$ cat config.mk
export PLATFORM = sky130hd
export DESIGN_NAME = base64_stream_encoder
export DESIGN_NICKNAME = d
export VERILOG_FILES = /design/src/design/b64e_pkg.sv /design/src/design/base64_stream_encoder.sv /design/src/design/b64e_front.sv /design/src/design/b64e_fifo.sv /design/src/design/b64e_back.sv
export SDC_FILE = /design/constraint.sdc
export NUM_CORES = 1
export LEC_CHECK = 0
export ABC_AREA = 1
export BUFFER_PORTS_ARGS = -buffer_cell sky130_fd_sc_hd__buf_2
export CORE_MARGIN = 4
export CORE_UTILIZATION = 60
export DETAILED_ROUTE_END_ITERATION = 10
export GPL_ROUTABILITY_DRIVEN = 0
export MAX_ROUTING_LAYER = met4
export PLACE_DENSITY = 0.78
export REMOVE_ABC_BUFFERS = 1
export SYNTH_ARGS = -nofsm -noshare
export SYNTH_HDL_FRONTEND = slang
export SYNTH_SLANG_ARGS = --single-unit
export TNS_END_PERCENT = 20
$ cat constraint.sdc
create_clock -name clk -period 3.9 [get_ports clk]
set_input_delay 0 -clock clk [delete_from_list [all_inputs] [get_ports clk]]
set_output_delay 0 -clock clk [all_outputs]
set_load 0.03 [all_outputs]
$ cat src/design/b64e_pkg.sv
// Shared types, constants and the base64 alphabet lookup for the stream encoder.
`default_nettype none

package b64e_pkg;

    localparam int unsigned B64E_FIFO_DEPTH = 2;

    localparam logic [6:0] PAD_CHAR   = 7'h3D;
    localparam logic [6:0] CHAR_UPPER = 7'h41;
    localparam logic [6:0] CHAR_LOWER = 7'h61;
    localparam logic [6:0] CHAR_DIGIT = 7'h30;
    localparam logic [6:0] CHAR_PLUS  = 7'h2B;
    localparam logic [6:0] CHAR_SLASH = 7'h2F;

    // One queued item: up to four output characters, the index of the final
    // one, and whether that final character closes the message.
    typedef struct packed {
        logic [3:0][6:0] chars;
        logic [1:0]      last_idx;
        logic            eom;
    } b64e_entry_t;

    function automatic logic [6:0] sextet_char(input logic [5:0] v);
        logic [6:0] r;
        if (v < 6'd26)
            r = CHAR_UPPER + {1'b0, v};
        else if (v < 6'd52)
            r = CHAR_LOWER + {1'b0, v - 6'd26};
        else if (v < 6'd62)
            r = CHAR_DIGIT + {1'b0, v - 6'd52};
        else if (v == 6'd62)
            r = CHAR_PLUS;
        else
            r = CHAR_SLASH;
        return r;
    endfunction

endpackage

`default_nettype wire

$ cat src/design/base64_stream_encoder.sv
// Top level of the streaming base64 encoder.
// Streaming base64 encoder, standard alphabet with '=' padding. Bytes enter on
// byte_valid/byte_stall; end_of_message marks the final byte, after which any
// partial character is flushed with zero fill, one or two '=' follow as needed
// and the final character carries last_char. Characters leave one per cycle on
// char_valid/char_stall when not stalled. A byte is taken by the front end and
// queued; its first character then passes through the item register and the
// output register. The sustained rate is set by the single-character output
// port: a byte yields 1 to 4 characters (phase-dependent; 2 for the third byte
// of a group), 4 per 3 bytes over a long message. The queue depth (FIFO_DEPTH
// items) lets the front keep accepting while the output is stalled, until full.
`default_nettype none

module base64_stream_encoder #(
    parameter int unsigned FIFO_DEPTH = b64e_pkg::B64E_FIFO_DEPTH
) (
    input  wire logic       clk,
    input  wire logic       rst_n,
    input  wire logic       byte_valid,
    output logic            byte_stall,
    input  wire logic [7:0] data_byte,
    input  wire logic       end_of_message,
    output logic            char_valid,
    input  wire logic       char_stall,
    output logic [6:0]      out_char,
    output logic            last_char
);
    import b64e_pkg::*;

    logic        push_valid, push_ready;
    b64e_entry_t push_data;
    logic        pop_valid, pop_ready;
    b64e_entry_t pop_data;

    b64e_front u_front (
        .clk        (clk),
        .rst_n      (rst_n),
        .in_valid   (byte_valid),
        .in_byte    (data_byte),
        .in_eom     (end_of_message),
        .in_stall   (byte_stall),
        .push_valid (push_valid),
        .push_ready (push_ready),
        .push_data  (push_data)
    );

    b64e_fifo #(
        .DEPTH (FIFO_DEPTH)
    ) u_fifo (
        .clk        (clk),
        .rst_n      (rst_n),
        .push_valid (push_valid),
        .push_ready (push_ready),
        .push_data  (push_data),
        .pop_valid  (pop_valid),
        .pop_ready  (pop_ready),
        .pop_data   (pop_data)
    );

    b64e_back u_back (
        .clk       (clk),
        .rst_n     (rst_n),
        .pop_valid (pop_valid),
        .pop_ready (pop_ready),
        .pop_data  (pop_data),
        .out_valid (char_valid),
        .out_stall (char_stall),
        .out_chr   (out_char),
        .out_last  (last_char)
    );

endmodule

`default_nettype wire

$ cat src/design/b64e_front.sv
// Front end: accepts bytes, tracks the 3-byte group phase and builds character items.
`default_nettype none

module b64e_front (
    input  wire logic                  clk,
    input  wire logic                  rst_n,
    input  wire logic                  in_valid,
    input  wire logic [7:0]            in_byte,
    input  wire logic                  in_eom,
    output logic                       in_stall,
    output logic                       push_valid,
    input  wire logic                  push_ready,
    output b64e_pkg::b64e_entry_t      push_data
);
    import b64e_pkg::*;

    typedef enum logic [1:0] {
        PH0 = 2'd0,
        PH1 = 2'd1,
        PH2 = 2'd2
    } phase_t;

    phase_t      phase_reg, phase_next;
    logic [3:0]  left_reg, left_next;
    b64e_entry_t entry;
    logic        accept;

    assign in_stall   = !push_ready;
    assign push_valid = in_valid;
    assign push_data  = entry;
    assign accept     = in_valid && push_ready;

    always_comb
    begin
        entry          = '0;
        entry.eom      = in_eom;
        phase_next     = PH0;
        left_next      = 4'd0;
        case (phase_reg)
            PH1:
            begin
                entry.chars[0] = sextet_char({left_reg[1:0], in_byte[7:4]});
                if (in_eom)
                begin
                    entry.chars[1] = sextet_char({in_byte[3:0], 2'b00});
                    entry.chars[2] = PAD_CHAR;
                    entry.last_idx = 2'd2;
                end
                else
                begin
                    entry.last_idx = 2'd0;
                    phase_next     = PH2;
                    left_next      = in_byte[3:0];
                end
            end
            PH2:
            begin
                entry.chars[0] = sextet_char({left_reg, in_byte[7:6]});
                entry.chars[1] = sextet_char(in_byte[5:0]);
                entry.last_idx = 2'd1;
            end
            default:
            begin
                // unused phase code falls in here too and acts as phase 0
                entry.chars[0] = sextet_char(in_byte[7:2]);
                if (in_eom)
                begin
                    entry.chars[1] = sextet_char({in_byte[1:0], 4'b0000});
                    entry.chars[2] = PAD_CHAR;
                    entry.chars[3] = PAD_CHAR;
                    entry.last_idx = 2'd3;
                end
                else
                begin
                    entry.last_idx = 2'd0;
                    phase_next     = PH1;
                    left_next      = {2'b00, in_byte[1:0]};
                end
            end
        endcase
    end

    always_ff @(posedge clk or negedge rst_n)
    begin
        if (!rst_n)
        begin
            phase_reg <= PH0;
            left_reg  <= 4'd0;
        end
        else if (accept)
        begin
            phase_reg <= phase_next;
            left_reg  <= left_next;
        end
    end

endmodule

`default_nettype wire

$ cat src/design/b64e_fifo.sv
// Small item queue between the front end and the character sequencer.
`default_nettype none

module b64e_fifo #(
    parameter int unsigned DEPTH = b64e_pkg::B64E_FIFO_DEPTH
) (
    input  wire logic                  clk,
    input  wire logic                  rst_n,
    input  wire logic                  push_valid,
    output logic                       push_ready,
    input  wire b64e_pkg::b64e_entry_t push_data,
    output logic                       pop_valid,
    input  wire logic                  pop_ready,
    output b64e_pkg::b64e_entry_t      pop_data
);
    import b64e_pkg::*;

    localparam int unsigned AW = (DEPTH > 1) ? $clog2(DEPTH) : 1;
    localparam int unsigned CW = $clog2(DEPTH + 1);
    localparam logic [AW-1:0] LAST_PTR = AW'(DEPTH - 1);
    localparam logic [AW-1:0] PTR_ONE  = AW'(1);
    localparam logic [CW-1:0] FULL_CNT = CW'(DEPTH);
    localparam logic [CW-1:0] CNT_ONE  = CW'(1);

    b64e_entry_t   mem_reg [DEPTH];
    logic [AW-1:0] wr_ptr_reg, wr_ptr_next;
    logic [AW-1:0] rd_ptr_reg, rd_ptr_next;
    logic [CW-1:0] cnt_reg, cnt_next;
    logic          push, pop;

    assign push_ready = (cnt_reg != FULL_CNT);
    assign pop_valid  = (cnt_reg != '0);
    assign pop_data   = mem_reg[rd_ptr_reg];
    assign push       = push_valid && push_ready;
    assign pop        = pop_valid && pop_ready;

    always_comb
    begin
        wr_ptr_next = wr_ptr_reg;
        rd_ptr_next = rd_ptr_reg;
        cnt_next    = cnt_reg;
        if (push)
            wr_ptr_next = (wr_ptr_reg == LAST_PTR) ? '0 : wr_ptr_reg + PTR_ONE;
        if (pop)
            rd_ptr_next = (rd_ptr_reg == LAST_PTR) ? '0 : rd_ptr_reg + PTR_ONE;
        if (push && !pop)
            cnt_next = cnt_reg + CNT_ONE;
        else if (pop && !push)
            cnt_next = cnt_reg - CNT_ONE;
    end

    always_ff @(posedge clk or negedge rst_n)
    begin
        if (!rst_n)
        begin
            wr_ptr_reg <= '0;
            rd_ptr_reg <= '0;
            cnt_reg    <= '0;
        end
        else
        begin
            wr_ptr_reg <= wr_ptr_next;
            rd_ptr_reg <= rd_ptr_next;
            cnt_reg    <= cnt_next;
        end
    end

    always_ff @(posedge clk)
    begin
        if (push)
            mem_reg[wr_ptr_reg] <= push_data;
    end

endmodule

`default_nettype wire

$ cat src/design/b64e_back.sv
// Back end: steps through each queued item; one char per cycle unless stalled.
`default_nettype none

module b64e_back (
    input  wire logic                  clk,
    input  wire logic                  rst_n,
    input  wire logic                  pop_valid,
    output logic                       pop_ready,
    input  wire b64e_pkg::b64e_entry_t pop_data,
    output logic                       out_valid,
    input  wire logic                  out_stall,
    output logic [6:0]                 out_chr,
    output logic                       out_last
);
    import b64e_pkg::*;

    b64e_entry_t cur_reg;
    logic        cur_valid_reg;
    logic [1:0]  idx_reg;
    logic        out_valid_reg;
    logic [6:0]  out_chr_reg;
    logic        out_last_reg;
    logic        adv, fin;

    // the output register frees up when empty or when its item is taken
    assign adv       = cur_valid_reg && (!out_valid_reg || !out_stall);
    assign fin       = adv && (idx_reg == cur_reg.last_idx);
    assign pop_ready = !cur_valid_reg || fin;

    assign out_valid = out_valid_reg;
    assign out_chr   = out_chr_reg;
    assign out_last  = out_last_reg;

    always_ff @(posedge clk or negedge rst_n)
    begin
        if (!rst_n)
        begin
            cur_valid_reg <= 1'b0;
            idx_reg       <= 2'd0;
            out_valid_reg <= 1'b0;
        end
        else
        begin
            if (pop_valid && pop_ready)
            begin
                cur_valid_reg <= 1'b1;
                idx_reg       <= 2'd0;
            end
            else if (fin)
                cur_valid_reg <= 1'b0;
            else if (adv)
                idx_reg <= idx_reg + 2'd1;

            if (adv)
                out_valid_reg <= 1'b1;
            else if (!out_stall)
                out_valid_reg <= 1'b0;
        end
    end

    always_ff @(posedge clk)
    begin
        if (pop_valid && pop_ready)
            cur_reg <= pop_data;
        if (adv)
        begin
            out_chr_reg  <= cur_reg.chars[idx_reg];
            out_last_reg <= cur_reg.eom && (idx_reg == cur_reg.last_idx);
        end
    end

endmodule

`default_nettype wire

==> results.json <==
{
  "status": "finished clean",
  "async_reset_ff_frac": 0.1842,
  "largest_reg_flops": 36,
  "drv_cap": 0,
  "dp.cells": 766,
  "hold_viol": 0,
  "io-pin-count": 23,
  "die_h_um": 102.6,
  "period_share": 0.6132,
  "post_synth_num_cell_types": 44,
  "final_util": 0.6560,
  "grt_usage": 0.2362,
  "wl_per_cell_um": 14.62,
  "cts_tree": "yes",
  "core_um2": 8721,
  "synth_edf_count": 62,
  "criticalPathCategory": "register to register",
  "netlist_instances": 653,
  "p_per_area_nw_per_um2": 632.3,
  "worst_slew_pin_slew_ns": 0.8552,
  "cts.path.max_buffers": 2,
  "slew_headroom": 0.4299,
  "yosysSeqAreaShare": 0.4119,
  "synth_area_leader_cell": "edfxtp_1",
  "setup_viol_count_final": 0,
  "hold_ws_ns": 0.08252,
  "finalPower_mw": 3.617,
  "stdcell_count": 785,
  "cts_made_buffers": 9,
  "cts_setup_buffers": 0,
  "yosys.cell_count.top_type": "nand2_1",
  "finalMaxSlewViolations": 0,
  "area_growth_pct": 6.524,
  "clk_latency_ns": 0.34,
  "antenna_found_initial": 0,
  "hp-class": "primary input to asynchronous set/reset pin",
  "crit_start": "u_back.out_valid",
  "yosys_warnings": 0,
  "clock_sink_count": 76,
  "nNetsFinal": 728,
  "max_freq_mhz": 418.1,
  "chipWidth_um": 102.6,
  "drt-total-wl_mm": 11.47,
  "cts_resized": 0,
  "clock_skew_ns": 0.008146,
  "required_ns": 3.87,
  "post_synth.cell_area_avg_um2": 8.224,
  "vias_per_cell": 5.620,
  "num_rows": 34,
  "grt_pass1_vias": 4236,
  "globalRouteOverflowTotal": 0,
  "start_util": 0.6158,
  "netlist.area_leader.share": 0.3467,
  "synthFlopType": "edfxtp_1",
  "p_leak_nw": 2.570,
  "setup_tns_ns": 0,
  "synthTopCellsByCount": "184 x nand2_1, 62 x edfxtp_1, 61 x inv_1",
  "hpwl_mm": 8.708,
  "clkTransAtPathRegs_ns": 0.07,
  "drt_iter0_drc": 252,
  "ant_nets": 0,
  "drc": 0,
  "htree_levels": 3,
  "period_minus_slack_ns": 2.392,
  "cp-end-kind": "register",
  "rsz0062_at_grt": "no",
  "grt_start_max_net_pins": 20,
  "fillers": 739,
  "cp_data_arrival_time_ns": 2.36,
  "dieArea_um2": 10530,
  "synthesis.area_um2": 5370,
  "drive_gt1_frac": 0.1064,
  "n_antenna_cell": 0,
  "synthTopCellsByArea": "edfxtp_1 35%, nand2_1 13%, ha_1 10%",
  "multi_input_area_um2": 2770,
  "ir_drop_mv": 0.2432,
  "cts_root_buf": "clkbuf_8",
  "grt_pass1_wl_mm": 19.09,
  "cp_max_fo": 19,
  "reg2reg_from": "u_back.out_valid",
  "start_kind": "register",
  "regArea_um2": 2212,
  "num_vias": 4412,
  "io_buffers": 22,
  "firstDrtPassIters": 5,
  "synth-seq-cells": 76
}
[critical path, cell delays in order, from the launching register on]
cell	delay [ns]
dfrtp_1	0.39
a21oi_1	0.67
nand3_1	0.15
nand2_1	0.11
o21ai_1	0.16
inv_1	0.53
[repair_timing]
action | in CTS | in global routing
hold buffers | 3 | 0
endpoints found under the setup margin | 0 | 0
hold endpoints to repair | 17 | 0
[where the power goes]
| group | switching, mW | internal (mW) | total, mW |
|---|---|---|---|
| registers | 0.153 | 1.39 | 1.54 |
| clock network | 0.259 | 0.241 | 0.500 |
| logic | 1.09 | 0.485 | 1.58 |
[metal layers]
metal / track usage / wire, um / vias to the layer above
li1: - / - / 2188
met1: 0.2792 / 4819 / 2034
met2: 0.4062 / 5765 / 156
met3: 0.02977 / 544 / 34
met4: 0.09889 / 344 / 0
met5: - / 0 / -
[layout make-up]
type | count | share of cell area
Clock inverter | 6 | 0.005249
Sequential cell | 76 | 0.3867
Inverter | 72 | 0.04768
Timing Repair Buffer | 28 | 0.02843
Clock buffer | 10 | 0.02406
Multi-Input combinational cell | 485 | 0.4843
Tap cell | 108 | 0.02362
[path summary, 6_finish.rpt]
path / end / slack [ns] / cells after the start
min reg2reg: u_back.out_valid / 0.48 / 2
max reg2reg: u_back.cur_reg[4] / 1.51 / 5
min in group clk: u_front.left_reg[1] / 0.13 / 3
max: u_back.cur_reg[4] / 1.51 / 5
max in group asynchronous: u_back.idx_reg[1] / 3.57 / 2
min: u_fifo.cnt_reg[1] / 0.08 / 2
[logic make-up after synthesis]
family | count (synthesis) | share of synthesized area
compound gates | 113 | 0.1254
xor+xnor | 34 | 0.05685
fa+ha+maj | 43 | 0.1002
buf+inv | 92 | 0.07223
flops | 76 | 0.4119
simple gates | 295 | 0.2335
[layout by cell type, fill, tap and decap left out, types with 2 or more instances in the layout]
cell             n
ha_1            43
clkbuf_8        10
o21ai_0         51
xnor2_1          8
inv_1           61
nand2_4          2
clkinv_2         6
nand2_2          6
dlygate4sd3_1    3
nand2_1        184
edfxtp_1        62
buf_4            3
nor2_2           2
a21oi_1         24
o2111ai_1        3
inv_2            9
buf_2           22
nor2_1          55
nand4_1          3
o21bai_1         2
nor2_4           2
a31oi_1          3
o31ai_1          2
o211ai_1         9
o21ai_1          9
o32ai_1          2
a21oi_4          2
nor3_2           2
dfrtp_1         14
nand3_1         35
xor2_1          25
[metrics by stage]
| step | setup slack, ns | instance area (um^2) |
|---|---|---|
| CTS | 1.485 | 5720 |
| floorplan | 1.647 | 5255 |
| global placement | 1.574 | 5523 |
| finish | 1.508 | 5720 |
| global route | 1.200 | 5720 |
| detailed placement | 1.507 | 5523 |
Note: power is estimated with default switching activity, not from simulation.
